File: config.mk
export PLATFORM = sky130hd
export DESIGN_NAME = sshm_div_step
export DESIGN_NICKNAME = d
export VERILOG_FILES = /design/src/hw/rtl/sshm_pkg.sv /design/src/hw/rtl/sshm_div_step.sv
export SDC_FILE = /design/constraint.sdc
export NUM_CORES = 1
export LEC_CHECK = 0
export BUFFER_PORTS_ARGS = -buffer_cell sky130_fd_sc_hd__buf_4
export CORE_ASPECT_RATIO = 2
export CORE_MARGIN = 2
export CORE_UTILIZATION = 48
export DETAILED_ROUTE_END_ITERATION = 6
export GPL_TIMING_DRIVEN = 0
export PLACE_DENSITY = 0.95
export SLEW_MARGIN = 5
export SYNTH_ARGS = -nofsm -noshare
export SYNTH_HDL_FRONTEND = slang
export SYNTH_SLANG_ARGS = --single-unit
export TNS_END_PERCENT = 50
File: constraint.sdc
create_clock -name vclk -period 14.5
set_clock_uncertainty 0.15 [all_clocks]
set_input_delay 4.35 -clock vclk [all_inputs]
set_output_delay 4.35 -clock vclk [all_outputs]
set_load 0.005 [all_outputs]
File: src/hw/rtl/sshm_pkg.sv
package sshm_pkg;

  // sub-wafers along v, one dead band between each neighboring pair
  localparam int NUM_WAFERS = 2;
  localparam int NUM_DEAD   = NUM_WAFERS - 1;
  localparam int DEAD_LANES = (NUM_DEAD > 0) ? NUM_DEAD : 1;

  // strip quotient and per-item divider widths
  localparam int QW     = 16;
  localparam int PW     = 31;
  localparam int DVD_W  = 34;
  localparam int DSR_W  = QW + PW;
  localparam int KP_W   = QW + PW;

  // dead band height division by the wafer count
  localparam int HW          = 35;
  localparam int H_STEPS     = 7;
  localparam int H_STAGES    = HW / H_STEPS;
  localparam int REM_W       = $clog2(NUM_WAFERS) + 1;

  typedef enum logic [3:0] {
    REG_STRIP_PITCH     = 4'd0,
    REG_FIRST_STRIP     = 4'd1,
    REG_U_LEFT          = 4'd2,
    REG_U_RIGHT         = 4'd3,
    REG_V_DOWN          = 4'd4,
    REG_V_UP            = 4'd5,
    REG_DEAD_WIDTH      = 4'd6,
    REG_WAFER_THICKNESS = 4'd7
  } cfg_reg_e;

  typedef logic signed [31:0] centre_t;

  typedef struct packed {
    logic [DVD_W-1:0] rem;
    logic [DSR_W-1:0] dsr;
    logic [QW-1:0]    quo;
  } div_t;

  typedef struct packed {
    logic             u_in;
    logic             v_in;
    logic             u_ge_right;
    logic             margin;
    logic             tolin;
    logic             zok;
    logic             k_low;
    logic [QW-1:0]    k;
    logic [KP_W-1:0]  kp;
    logic signed [31:0] v;
    logic [30:0]      tol;
  } side_t;

endpackage

File: src/hw/rtl/sshm_div_step.sv
module sshm_div_step (
  input  sshm_pkg::div_t d_in,
  output sshm_pkg::div_t d_out
);

  logic [sshm_pkg::DSR_W-1:0] rem_x;
  logic [sshm_pkg::DSR_W-1:0] diff;
  logic                       ge;

  // one restoring quotient bit
  always_comb begin
    rem_x = sshm_pkg::DSR_W'(d_in.rem);
    ge    = rem_x >= d_in.dsr;
    diff  = rem_x - d_in.dsr;
    d_out.rem = ge ? diff[sshm_pkg::DVD_W-1:0] : d_in.rem;
    d_out.dsr = d_in.dsr >> 1;
    d_out.quo = {d_in.quo[sshm_pkg::QW-2:0], ge};
  end

endmodule

==> metrics.csv <==
stage,metric,value,unit
outcome,status,finished clean,
floorplan,die_height,115,microns
detailed_routing,vias_per_cell,5.61,
pwr,leakagePower,2.43,nW
sta,finalSetupViolations,0,
layout,area_growth,47.9,%
layout,area.sequential,0,sq um
logic_synthesis,synth_area_leaders,"sky130_fd_sc_hd__buf_4 17%, sky130_fd_sc_hd__ha_1 14%, sky130_fd_sc_hd__o21ai_0 7.3%",
global_routing,grt_max_degree,11,
pwr,power.total,158,uW
detailed_routing,vias,3864,
sta,hold_violations,0,
setup_path,worst-setup-path-type,in2out,
setup_path,cp_data_required_time,10.00,ns
sta,final_max_slew_viol_count,0,
setup_path,path_max_fanout,4,
detailed_routing,wl_per_cell,16.5,microns
logic_synthesis,syn_avg_cell_area,6.55,sq um
detailed_routing,drt_wl_total,11300,microns
logic_synthesis,syn_area,2940,sq um
floorplan,placementRows,40,
logic_synthesis,synth.cells.most_frequent,"67 x sky130_fd_sc_hd__buf_4, 53 x sky130_fd_sc_hd__nand2_1, 43 x sky130_fd_sc_hd__o21ai_0",
detailed_routing,remaining_drc_errors,0,
detailed_routing,antenna_violating_nets_post_route,0,
sta,slew_headroom,63.2,%
pwr,intPower,81.7,uW
logic_synthesis,yosysWarningCount,0,
sta,achievable-frequency,82.5,MHz
logic_synthesis,most_frequently_used_cell_type_in_the_post_synthesis_netlist,sky130_fd_sc_hd__buf_4,
pwr,switching_power_total,76.0,uW
global_routing,global_route_overflow,0,
layout,design.final.nets,760,
clock_tree,postCtsResizedCells,0,
min_path,hold_end,d_out[4],
sta,rsz0062_at_grt,false,
layout,layout-drive-gt1-share,42.7,%
global_routing,antenna_found_initial,0,
logic_synthesis,syn-instance-count,449,
floorplan,floorplan.core_area,5960,sq um
logic_synthesis,synthDominantCellAreaShare,17.1,%
place,place_congestion,0.897,
logic_synthesis,yosys.cell_types.count,58,
layout,diodes,0,
sta,finalWorstPathRequiredPeriod,12.12,ns
layout,sequential_cell_total,0,
setup_path,worstSetupEndpointType,primary output,
pwr,pwr-share-seq,0,%
floorplan,boundaryPins,194,
logic_synthesis,post-synth-top-area-cell,sky130_fd_sc_hd__buf_4,
floorplan,initial_core_util,49.3,%
min_path,hp-start,d_in[3],
layout,layout.cell_area.non_filler,4350,sq um
global_routing,first_global_vias,3863,
detailed_routing,drt-initial-drc-count,175,
clock_tree,buffer_count_from_post_cts_setup_fixing,0,
pwr,p_clk_share,0,%
clock_tree,cts-hold-fix-buffers,0,
layout,final.clkbuf_count,0,
pwr,irDropWorstVdd,0.0182,mV
place,placed_area,4350,sq um
sta,timing.setup.tns,0,ns
global_routing,grt.total_usage,31.2,%
flow_run,cap_viol_max_count,0,
sta,tightest_slew,0.548,ns
layout,layout_fillers,534,
min_path,whs_path_depth,2,
sta,period_share,83.6,%
min_path,min-delay-path-class,in2out,
floorplan,die_w,59.3,microns
logic_synthesis,yosysSeqAreaShare,0,%
place,io_buffers,177,
pwr,power_per_cell_area,36.3,nW/um^2
detailed_routing,detail_route.first_pass.iterations,4,
pwr,p_comb_share,100.0,%
floorplan,die_area,6800,sq um
setup_path,cp-start-kind,primary input,
global_routing,grt_pass1_wl,17000,microns
layout,multi_input_area,2220,sq um
pwr,switching_share,48.2,%
logic_synthesis,syn_nets,581,
place,detailed_place_hpwl,9910,microns
setup_path,arrival,7.62,ns
-- through the flow --
| step | utilization, % | hold WS (ns) | setup slack (ns) | std cells |
|---|---|---|---|---|
| floorplan | - | 8.63 | 3.33 | 449 |
| global placement | 73.0 | 8.72 | 2.62 | 689 |
| detailed placement | 73.0 | 8.72 | 2.45 | 689 |
| CTS | 73.0 | 8.72 | 2.43 | 689 |
| global route | 73.0 | 8.72 | 2.27 | 689 |
| finish | 73.0 | 8.72 | 2.38 | 689 |
-- power groups by stage --
stage                     Clock, mW  Sequential, mW  Combinational (mW)
final                             0               0               0.158
after global routing              0               0               0.171
after CTS                         0               0               0.156
after detailed placement          0               0               0.155
after global placement            0               0               0.150
after floorplan                   0               0              0.0938
-- routing by layer --
metal	wire length [microns]	GRT usage, %	part of all wire [%]	vias up
li1	-	-	-	1871
met1	3790	29.8	33	1798
met2	6650	63.4	59	163
met3	538	2.37	4.7	32
met4	368	11.8	3.2	0
met5	0	0	0	-
-- placed cells by master (no fill, tap or decap), types with 2 or more instances in the layout --
cell type	synthesis	layout
sky130_fd_sc_hd__buf_4	67	244
sky130_fd_sc_hd__nand2_1	53	53
sky130_fd_sc_hd__o21ai_0	43	43
sky130_fd_sc_hd__inv_1	42	42
sky130_fd_sc_hd__a21oi_1	36	36
sky130_fd_sc_hd__ha_1	34	34
sky130_fd_sc_hd__a21o_1	19	19
sky130_fd_sc_hd__xnor2_1	16	16
sky130_fd_sc_hd__nor2_1	13	13
sky130_fd_sc_hd__xor2_1	13	13
sky130_fd_sc_hd__clkbuf_1	9	9
sky130_fd_sc_hd__nand4_1	7	7
sky130_fd_sc_hd__nor3_1	7	7
sky130_fd_sc_hd__nand3_1	6	6
sky130_fd_sc_hd__o211ai_1	5	5
sky130_fd_sc_hd__and3_1	5	5
sky130_fd_sc_hd__and2_1	4	4
sky130_fd_sc_hd__nor2b_1	4	4
sky130_fd_sc_hd__o21a_1	4	4
sky130_fd_sc_hd__or2_2	4	4
sky130_fd_sc_hd__o21bai_1	4	4
sky130_fd_sc_hd__a211oi_1	4	4
sky130_fd_sc_hd__buf_2	3	3
sky130_fd_sc_hd__o2111ai_1	3	3
sky130_fd_sc_hd__o31ai_1	3	3
sky130_fd_sc_hd__and4_1	2	2
sky130_fd_sc_hd__nand2b_1	2	2
sky130_fd_sc_hd__o21ba_2	2	2
sky130_fd_sc_hd__or4_1	2	2
sky130_fd_sc_hd__nor4_1	2	2
sky130_fd_sc_hd__a21boi_0	2	2
sky130_fd_sc_hd__a31o_2	2	2
sky130_fd_sc_hd__o211ai_2	2	2
-- worst max-delay path, cell delays in order --
cell,delay [ns]
sky130_fd_sc_hd__buf_4,0.12
sky130_fd_sc_hd__inv_1,0.05
sky130_fd_sc_hd__ha_1,0.16
sky130_fd_sc_hd__inv_1,0.06
sky130_fd_sc_hd__fa_1,0.40
sky130_fd_sc_hd__a21o_1,0.22
sky130_fd_sc_hd__a221o_1,0.41
sky130_fd_sc_hd__a221oi_2,0.44
sky130_fd_sc_hd__a21oi_1,0.25
sky130_fd_sc_hd__a311oi_2,0.45
sky130_fd_sc_hd__a21oi_1,0.16
sky130_fd_sc_hd__xnor2_1,0.15
sky130_fd_sc_hd__o21ai_0,0.24
sky130_fd_sc_hd__buf_4,0.16
-- logic make-up (layout without fill, tap and decap cells) --
kind of cell,after synthesis,after routing,share of synthesized area [%]
AO/OA/AOI/OAI,144,144,31.9
XOR/XNOR,29,29,8.64
adder cells (fa/ha/maj),35,35,15.2
buffers and inverters,122,299,24.3
multiplexers,1,1,0.383
other,1,1,0.128
AND/OR/NAND/NOR,117,117,19.5
-- worst max path at each step --
stage | from | end | slack (ns) | cells after the start
after global placement | d_in[63] | d_out[93] | 2.62 | 14
after floorplan | d_in[63] | d_out[93] | 3.33 | 12
after detailed placement | d_in[63] | d_out[93] | 2.45 | 14
final | d_in[63] | d_out[93] | 2.38 | 14
after global routing | d_in[63] | d_out[93] | 2.27 | 14
after CTS | d_in[63] | d_out[93] | 2.43 | 14
-- area by class of cell --
cell class | count | share of cell area (%)
plain buffers | 80 | 12.8
inverters | 42 | 3.63
multi-input cells | 327 | 51.2
well taps | 63 | 1.81
repair buffers | 177 | 30.6
Power figures use the tool's default switching activity.
