[src/hw/rtl/sshm_pkg.sv]
package sshm_pkg;

  // sub-wafers along v, one dead band between each neighboring pair
  localparam int NUM_WAFERS = 2;
  localparam int NUM_DEAD   = NUM_WAFERS - 1;
  localparam int DEAD_LANES = (NUM_DEAD > 0) ? NUM_DEAD : 1;

  // strip quotient and per-item divider widths
  localparam int QW     = 16;
  localparam int PW     = 31;
  localparam int DVD_W  = 34;
  localparam int DSR_W  = QW + PW;
  localparam int KP_W   = QW + PW;

  // dead band height division by the wafer count
  localparam int HW          = 35;
  localparam int H_STEPS     = 7;
  localparam int H_STAGES    = HW / H_STEPS;
  localparam int REM_W       = $clog2(NUM_WAFERS) + 1;

  typedef enum logic [3:0] {
    REG_STRIP_PITCH     = 4'd0,
    REG_FIRST_STRIP     = 4'd1,
    REG_U_LEFT          = 4'd2,
    REG_U_RIGHT         = 4'd3,
    REG_V_DOWN          = 4'd4,
    REG_V_UP            = 4'd5,
    REG_DEAD_WIDTH      = 4'd6,
    REG_WAFER_THICKNESS = 4'd7
  } cfg_reg_e;

  typedef logic signed [31:0] centre_t;

  typedef struct packed {
    logic [DVD_W-1:0] rem;
    logic [DSR_W-1:0] dsr;
    logic [QW-1:0]    quo;
  } div_t;

  typedef struct packed {
    logic             u_in;
    logic             v_in;
    logic             u_ge_right;
    logic             margin;
    logic             tolin;
    logic             zok;
    logic             k_low;
    logic [QW-1:0]    k;
    logic [KP_W-1:0]  kp;
    logic signed [31:0] v;
    logic [30:0]      tol;
  } side_t;

endpackage

[src/hw/rtl/sshm_cfg_derive.sv]
module sshm_cfg_derive (
  input  logic                                   clk,
  input  logic signed [31:0]                     v_down,
  input  logic signed [31:0]                     v_up,
  input  logic [30:0]                            dead_width,
  output sshm_pkg::centre_t [sshm_pkg::DEAD_LANES-1:0] centres
);

  logic signed [32:0] vdiff;
  logic [32:0]        vabs;
  logic [sshm_pkg::HW-1:0] h_reg;
  logic signed [33:0]      base_reg;

  logic [sshm_pkg::HW-1:0]    dq     [sshm_pkg::H_STAGES+1];
  logic [sshm_pkg::REM_W-1:0] rem    [sshm_pkg::H_STAGES+1];
  logic signed [33:0]         base_s [sshm_pkg::H_STAGES+1];
  logic [sshm_pkg::HW-1:0]    dq_next  [sshm_pkg::H_STAGES];
  logic [sshm_pkg::REM_W-1:0] rem_next [sshm_pkg::H_STAGES];

  // height of the sensor plus both dead halves, and the lower reference
  always_comb begin
    vdiff = 33'(v_up) - 33'(v_down);
    vabs  = vdiff[32] ? 33'(-vdiff) : 33'(vdiff);
  end

  always_ff @(posedge clk) begin
    h_reg    <= sshm_pkg::HW'(vabs) + sshm_pkg::HW'({dead_width, 1'b0});
    base_reg <= 34'(v_down) - $signed({3'b000, dead_width});
  end

  assign dq[0]     = h_reg;
  assign rem[0]    = '0;
  assign base_s[0] = base_reg;

  // long division of the height by the wafer count, seven bits a stage
  for (genvar s = 0; s < sshm_pkg::H_STAGES; s++) begin : g_hdiv
    always_comb begin
      logic [sshm_pkg::REM_W:0]   t;
      logic [sshm_pkg::HW-1:0]    d;
      logic [sshm_pkg::REM_W-1:0] r;
      logic                       ge;
      d = dq[s];
      r = rem[s];
      for (int i = 0; i < sshm_pkg::H_STEPS; i++) begin
        t  = {r, d[sshm_pkg::HW-1]};
        ge = t >= (sshm_pkg::REM_W+1)'(sshm_pkg::NUM_WAFERS);
        if (ge) begin
          t = t - (sshm_pkg::REM_W+1)'(sshm_pkg::NUM_WAFERS);
        end
        r = t[sshm_pkg::REM_W-1:0];
        d = {d[sshm_pkg::HW-2:0], ge};
      end
      dq_next[s]  = d;
      rem_next[s] = r;
    end

    always_ff @(posedge clk) begin
      dq[s+1]     <= dq_next[s];
      rem[s+1]    <= rem_next[s];
      base_s[s+1] <= base_s[s];
    end
  end

  // centre j = base + (j+1)*quotient + floor((j+1)*remainder / wafers), saturated to 32 bits
  for (genvar j = 0; j < sshm_pkg::DEAD_LANES; j++) begin : g_lane
    logic signed [40:0] csum;
    always_comb begin
      logic [7:0] jr;
      logic [3:0] frac;
      jr   = 8'(j + 1) * 8'(rem[sshm_pkg::H_STAGES]);
      frac = '0;
      for (int t = 1; t < sshm_pkg::NUM_WAFERS; t++) begin
        if (8'(t * sshm_pkg::NUM_WAFERS) <= jr) begin
          frac = frac + 4'd1;
        end
      end
      csum = 41'(base_s[sshm_pkg::H_STAGES])
           + $signed({1'b0, 40'(dq[sshm_pkg::H_STAGES]) * 40'(j + 1)})
           + $signed({37'd0, frac});
    end

    always_ff @(posedge clk) begin
      if (csum > 41'sd2147483647) begin
        centres[j] <= 32'sh7fffffff;
      end else if (csum < -41'sd2147483648) begin
        centres[j] <= 32'sh80000000;
      end else begin
        centres[j] <= csum[31:0];
      end
    end
  end

endmodule
[config.mk]
export PLATFORM = sky130hd
export DESIGN_NAME = sshm_cfg_derive
export DESIGN_NICKNAME = d
export VERILOG_FILES = /design/src/hw/rtl/sshm_pkg.sv /design/src/hw/rtl/sshm_cfg_derive.sv
export SDC_FILE = /design/constraint.sdc
export NUM_CORES = 1
export LEC_CHECK = 0
export BUFFER_PORTS_ARGS = -buffer_cell sky130_fd_sc_hd__clkbuf_2
export CAP_MARGIN = 10
export CORE_ASPECT_RATIO = 2
export CORE_MARGIN = 4
export CORE_UTILIZATION = 56
export CTS_BUF_LIST = sky130_fd_sc_hd__clkbuf_4 sky130_fd_sc_hd__clkbuf_8
export DETAILED_ROUTE_END_ITERATION = 12
export PLACE_DENSITY = 0.75
export SYNTH_ARGS = -nofsm -noshare
export SYNTH_HDL_FRONTEND = slang
export SYNTH_SLANG_ARGS = --single-unit
[constraint.sdc]
create_clock -name clk -period 12.7 [get_ports clk]
set_input_delay 1.27 -clock clk [delete_from_list [all_inputs] [get_ports clk]]
set_output_delay 1.27 -clock clk [all_outputs]
set_load 0.01 [all_outputs]
==> results by group, run 1 <==
Drt
  • DR WL/cell: between 15 and 20 um
  • ANT nets after route: 0
  • Final wirelength: 35300 um
  • Vias: 12242
  • Vias per cell: 5.51
  • Drt initial violations: 413
  • Drt first pass iters: 5
  • Drc violations: 0

STA
  • Period utilization: 58.0%
  • Final setup vio count: 0
  • Final hold vios: 0
  • Sum Neg Setup Slack: 0 ps
  • RSZ-0062 raised after global routing: no
  • Final min period: 7360 ps
  • Least-Margin Pin Slew: 982 ps
  • Fin. max-slew vios: 0
  • Max_slew headroom: 34.5%
  • Fmax: between 100 and 150 MHz
  • Worst clock skew: 9.91 ps

Worst hold path
  • Hold crit path type: reg2reg

Global route
  • Vias in the first global route: 12444
  • Grt peak-use layer: met2
  • Overall Global Routing Usage: 20.5%
  • Routing usage on met3: 1.69%
  • Largest net degree at the start of global routing: 32
  • First-pass GRT wire length: 57000 um
  • Met2 GRT Util: a little over two fifths
  • GRT overflow: 0
  • Met1 usage: 18.7%
  • Initial antenna violation count: 1

Cells and area
  • Register with the most flip-flops: base_s
  • Area Overhead vs Synth: 11.9%
  • Final Core Density: 63.7%
  • Biggest regs: base_s: 165 flops, dq: 161 flops
  • Most frequent cells in the layout: dfxtp_1 (433), ha_1 (133), clkbuf_2 (127), a21oi_1 (120), inv_1 (118)
  • Layout cells sized above 1: 13.8%
  • Layout net count: 2050
  • Most common cell after layout, fill and taps aside: dfxtp_1
  • Max reg flops: 165

Placement
  • Port bufs: 127
  • Final GP Congestion: between 0.9 and 1
  • Detailed placer's ending HPWL: 27900 um

CTS
  • Clock Tree Buf Depth: 3
  • Worst skew pair latency: 540 ps
  • # resized after CTS: 0
  • CTS tree: built
  • CTS Hold Bufs: 0
  • CTS Sinks: approximately 430
  • Setup Buffers After CTS: 0
  • Clk slew on worst S/H paths: 80 ps
  • H-tree Lvls: 2
  • Root buffer cell: clkbuf_8
  • CTS buffer count: 46

Floorplanning
  • Die area: roughly 34000 um^2
  • Num rows: 90
  • Core area: 30200 um^2
  • Top Ports: 128
  • Starting Density: 56.9%
  • Die X: between 100 and 150 um
  • DIE HEIGHT: roughly 260 um

Worst setup path
  • Most frequent cell on the critical path: a21oi_1
  • CP max stage delay: 790 ps
  • Startpoint types: primary input
  • Crit Path Max Fanout: 11
  • Worst setup path endpoint: h_reg[30]
  • FF-to-FF End: centres[26]
  • Reg2Reg Launch Point: dq[0]
  • Largest delay share family, worst path: compound AO/OA/AOI/OAI gates
  • Worst path slowest cell: a2111oi_2
  • Crit-path cells: clkbuf_2 -> inv_1 -> ha_1 -> nand2_1 -> nor2_1 -> nand3_1 -> a2111oi_2 -> o211ai_1 -> a31oi_1 -> a221o_1 -> nor2_1 -> xnor2_1 -> ha_1 -> a211oi_1 -> o21ai_0 -> a211o_1 -> o311ai_0 -> a21oi_1 -> a21oi_1 -> o31ai_1 -> a21o_1 -> a21oi_1 -> xnor2_1
  • Critical Path Start: v_down[17]
  • Worst setup EP type: flop
  • Crit path depth: 23
  • Worst Path Arrival: 7840 ps
  • Setup slack, reg-to-reg: between 8000 and 9000 ps
  • Worst Path Buf+Inv: 2
  • Reg2reg path depth: 13
  • Crit path kind: in2reg
  • WP data required: ~13000 ps

Power
  • Leakage power: 8.75 nW
  • PwrDens: 233 nW/um^2
  • Peak supply drop: 87.7 uV

Run
  • Max Cap Violations: 0

Logic synthesis
  • Cell Area, Synth: around 17000 um^2
  • Yosys reg bits: approximately 430
  • Seq/Total Area, Yosys: 50.5%
  • Post-Syn Instances: 1679
  • Syn_area_per_cell: 10.2 um^2
  • Syn. warnings: 0
  • Ys async rst share: 0%
  • Post-synth EDFFs: 0
  • Cell variety after synth: between 80 and 90
  • Syn nets: 1913
  • Most used DFF post-synth: dfxtp_1

Run status
  • Status: complete, no violations
## through the flow
| stage | instance area (um^2) | setup slack (ps) | total power, mW | hold WS [ps] | std cells |
|---|---|---|---|---|---|
| floorplan | 17200 | 6330 | 3.14 | 310 | 1679 |
| global placement | 18100 | 4990 | 3.45 | 310 | 2136 |
| detailed placement | 18100 | 4800 | 3.51 | 312 | 2136 |
| CTS | 19200 | 5380 | 4.51 | 319 | 2221 |
| global route | 19200 | 4950 | 4.79 | 324 | 2222 |
| finish | 19200 | 5340 | 4.47 | 319 | 2222 |
## cell families (layout without fill, tap and decap cells)
family,count (synthesis),in the layout,synth area share (%)
xor gates and xnor gates,126,126,6.47
and+or+nand+nor,346,346,10.7
adders and majority gates,138,138,10.3
other,1,2,0.0218
buffers and inverters,158,332,3.63
AOI/OAI and AO/OA,473,473,18.2
muxes,4,4,0.240
DFF,433,433,50.5
## layer usage
| layer | vias up | wire length (um) |
|---|---|---|
| li1 | 6170 | - |
| met1 | 5649 | 12200 |
| met2 | 312 | 19900 |
| met3 | 111 | 959 |
| met4 | 0 | 2230 |
| met5 | - | 0 |
## how the worst min path moves through the flow
stage                startpoint           to  cells past startpoint
CTS                      dq[86]       dq[58]                      0
floorplan            base_s[34]    base_s[0]                      0
global placement       h_reg[7]      dq[154]                      0
global route        base_s[114]   base_s[80]                      0
finish              base_s[147]  base_s[113]                      0
detailed placement  base_s[141]  base_s[107]                      0
## area by class of cell
class / count / area [um^2]
fill: 2519 / 11000
sequential: 433 / 8670
multi-input combinational: 1088 / 7890
clock buffer: 69 / 906
timing repair buffer: 129 / 651
tap: 368 / 460
inverter: 118 / 443
clock inverter: 16 / 198
antenna: 1 / 2.50
## where the power goes
part	internal [mW]	total [mW]	switching, mW
Clock	0.545	0.981	0.436
Sequential	1.88	2.01	0.134
Combinational	0.627	1.48	0.850
## synth_stat cells, types with 6 or more instances
library cell	instances	share of area, %
a211oi_1	14	0.61
a21o_1	62	2.7
a21oi_1	120	3.5
a31oi_1	9	0.33
and2_1	11	0.40
and3_1	16	0.58
and4_1	8	0.41
buf_2	6	0.17
clkbuf_1	31	0.68
dfxtp_1	433	50
ha_1	133	9.7
inv_1	118	2.6
nand2_1	71	1.6
nand2b_1	30	1.1
nand3_1	27	0.79
nand4_1	13	0.47
nor2_1	77	1.7
nor2b_1	18	0.66
nor3_1	24	0.70
nor4_1	11	0.40
o2111ai_1	6	0.31
o211ai_1	16	0.70
o21a_1	20	0.87
o21ai_0	103	3.0
o21bai_1	24	1.0
o31a_1	8	0.41
o31ai_1	17	0.74
or2_2	12	0.44
or3_1	9	0.33
xnor2_1	76	3.9
xor2_1	49	2.5
No activity file was read; power rests on OpenSTA's default activity.
==> inputs of run 2 (changes only) <==
Clock period 12.7 ns to 7.3 ns, I/O delays scaled along.
==> run 2 against run 1 <==
Non-clock buffer count grew 9. Register-to-register slack lost 5300 ps. Worst setup slack got worse by 4600 ps. Critical endpoint is now h_reg[32].
==> results by group, run 2 (synthesized netlist as in run 1, its figures left out) <==
Placement
  • Port bufs: 127 (unchanged)
  • Pre-CTS WS: 241 ps (-4560 ps)
  • Cells after DPL: 2145 (+0.42%)
  • Final GP Congestion: 0.978 (-1.4%)
  • Cell Area, Placed: 18200 um^2 (+0.37%)
  • Detailed placer's ending HPWL: 28000 um (+0.43%)

STA
  • Final setup margin: 742 ps (-4590 ps)
  • Fin. max-slew vios: 0 (unchanged)
  • Final setup vio count: 0 (unchanged)
  • RSZ-0062 raised after global routing: no
  • Least-Margin Pin Slew: 1070 ps (+82.8 ps)
  • Final hold vios: 0 (unchanged)
  • Worst clock skew: 15.2 ps (+5.29 ps)
  • Max_slew headroom: 29.0% (-5.5 points)
  • Period utilization: 89.8%
  • Sum Neg Setup Slack: 0 ps (unchanged)
  • Fmax: approximately 150 MHz
  • Final min period: 6560 ps

Worst setup path
  • Worst setup EP type: flop
  • CP max stage delay: 880 ps (+90 ps)
  • Worst path slowest cell: a221oi_2
  • FF-to-FF End: centres[23]
  • Setup slack, reg-to-reg: 3170 ps (-5300 ps)
  • Largest delay share family, worst path: compound AO/OA/AOI/OAI gates
  • Reg2reg path depth: 13 (unchanged)
  • Crit path kind: in2reg
  • Crit Path Max Fanout: 12 (+1)
  • WP data required: 7730 ps (-5450 ps)
  • Reg2Reg Launch Point: dq[0]
  • Worst Path Arrival: 6980 ps (-860 ps)
  • Most frequent cell on the critical path: a21oi_1
  • Startpoint types: primary input
  • Crit-path cells: clkbuf_2 -> inv_1 -> ha_1 -> a21oi_1 -> a221o_1 -> a31o_2 -> a2111oi_2 -> buf_4 -> o211ai_1 -> a31oi_1 -> buf_4 -> a221oi_2 -> o21ai_0 -> xnor2_1 -> ha_1 -> a21o_1 -> a221o_1 -> a211o_1 -> o311ai_0 -> a21oi_1 -> a21oi_1 -> o31ai_1 -> a221oi_1 -> xnor2_1
  • Worst Path Buf+Inv: 4 (+2)
  • Crit path depth: 24 (+4.3%)

CTS
  • Setup Buffers After CTS: 0 (unchanged)
  • Worst skew pair latency: 550 ps (about the same)
  • # resized after CTS: 0 (unchanged)
  • CTS Hold Bufs: 0 (unchanged)
  • Root buffer cell: clkbuf_8
  • Clk slew on worst S/H paths: 70 ps (about the same)
  • CTS buffer count: 45 (-2.2%)
  • CTS tree: built
  • H-tree Lvls: 2 (unchanged)
  • CTS Sinks: 433 (unchanged)
  • Clock Tree Buf Depth: 3 (unchanged)

Floorplanning
  • Die area: 33700 um^2 (unchanged)
  • Die X: 132 um (unchanged)
  • Num rows: 90 (unchanged)
  • Top Ports: 128 (unchanged)
  • Core area: 30200 um^2 (unchanged)
  • Starting Density: 56.9% (unchanged)
  • DIE HEIGHT: 256 um (unchanged)

Global route
  • GRT overflow: 0 (unchanged)
  • First-pass GRT wire length: 56100 um (-1.5%)
  • Initial antenna violation count: 1 (unchanged)
  • Overall Global Routing Usage: 20.1% (-0.39 points)
  • Vias in the first global route: 12454 (+0.080%)
  • Largest net degree at the start of global routing: 32 (unchanged)

Power
  • Total power draw: 7.65 mW (+71%)
  • Leakage power: 8.75 nW (about the same)
  • Peak supply drop: 149 uV (+70%)
  • PwrDens: 399 nW/um^2 (+72%)

Worst hold path
  • Min-delay src: base_s[113]
  • Hold-critical path depth: 0 (unchanged)
  • Hold crit path type: reg2reg
  • Worst hold endpoint: base_s[79]

Drt
  • Final wirelength: 34200 um (-3.0%)
  • ANT nets after route: 0 (unchanged)
  • Vias per cell: 5.47 (-0.71%)
  • Vias: 12161 (-0.66%)
  • Drt first pass iters: 5 (unchanged)
  • Drc violations: 0 (unchanged)
  • DR WL/cell: 15.4 um (-3.0%)
  • Drt initial violations: 365 (-12%)

Run
  • Max Cap Violations: 0 (unchanged)

Cells and area
  • Fillers: 2457 (-2.5%)
  • Most common cell after layout, fill and taps aside: dfxtp_1
  • Register with the most flip-flops: base_s
  • Area Overhead vs Synth: 11.6%
  • Biggest regs: base_s: 165 flops, dq: 161 flops
  • Most frequent cells in the layout: dfxtp_1 (433), ha_1 (133), clkbuf_2 (127), a21oi_1 (120), inv_1 (118)
  • Max reg flops: 165 (unchanged)
  • Finished Cell Area: 19200 um^2 (-0.28%)
  • Layout net count: 2058 (+0.39%)
  • Layout cells sized above 1: 13.9% (+0.046 points)
  • Filler-free cell count of the finished design: 2223 (+0.045%)

Run status
  • Status: complete, no violations
==> run 2: cell count changes in the layout (fill, tap and decap cells not counted), sizes merged <==
cell,previous run,this run
clkbuf,196,193
clkinv,6,4
clkinvlp,4,1
buf,2,11
==> run 2: worst register-to-register path, cell delays in order, from the launching register on <==
cell,delay [ps]
dfxtp_1,310
inv_1,50
fa_1,460
fa_1,410
nand2b_1,190
a21oi_1,280
o211ai_1,200
a31oi_1,300
o211ai_1,260
nand3_1,260
o211ai_1,120
o21ai_0,90
a311o_1,820
o21ai_0,220
==> run 2: worst max-delay path by stage <==
| stage | end | start |
|---|---|---|
| 2_1_floorplan | h_reg[30] | v_up[0] |
| 3_3_place_gp | h_reg[30] | v_down[7] |
| 3_5_place_dp | h_reg[32] | v_down[7] |
| 4_1_cts | h_reg[32] | v_down[7] |
| 5_1_grt | h_reg[32] | v_down[7] |
| 6_report | h_reg[32] | v_down[7] |
==> run 2: cell type report <==
type | instances | area, um^2 | share of cell area [%]
Sequential cell | 433 | 8670 | 45.2
Multi-Input combinational cell | 1088 | 7890 | 41.2
Clock buffer | 66 | 815 | 4.25
Timing Repair Buffer | 138 | 718 | 3.75
Tap cell | 368 | 460 | 2.40
Inverter | 118 | 443 | 2.31
Clock inverter | 11 | 168 | 0.875
Antenna cell | 1 | 2.50 | 0.0131
==> run 2: per-stage QoR <==
| step | utilization, % | hold WS, ps |
|---|---|---|
| after floorplan | - | 310 |
| after global placement | 60.2 | 310 |
| after detailed placement | 60.2 | 312 |
| after CTS | 63.5 | 321 |
| after global routing | 63.5 | 326 |
| final | 63.5 | 320 |
==> run 2: layer usage <==
layer | track usage [%] | part of all wire, %
met4 | 15.0 | 7.2
met2 | 40.6 | 56
met5 | 0 | 0
met3 | 1.85 | 3.0
met1 | 17.9 | 34
==> run 2: power by group <==
group	switching (mW)	internal (mW)
Sequential	0.220	3.27
Combinational	1.48	1.10
Clock	0.720	0.863
Total	2.42	5.23
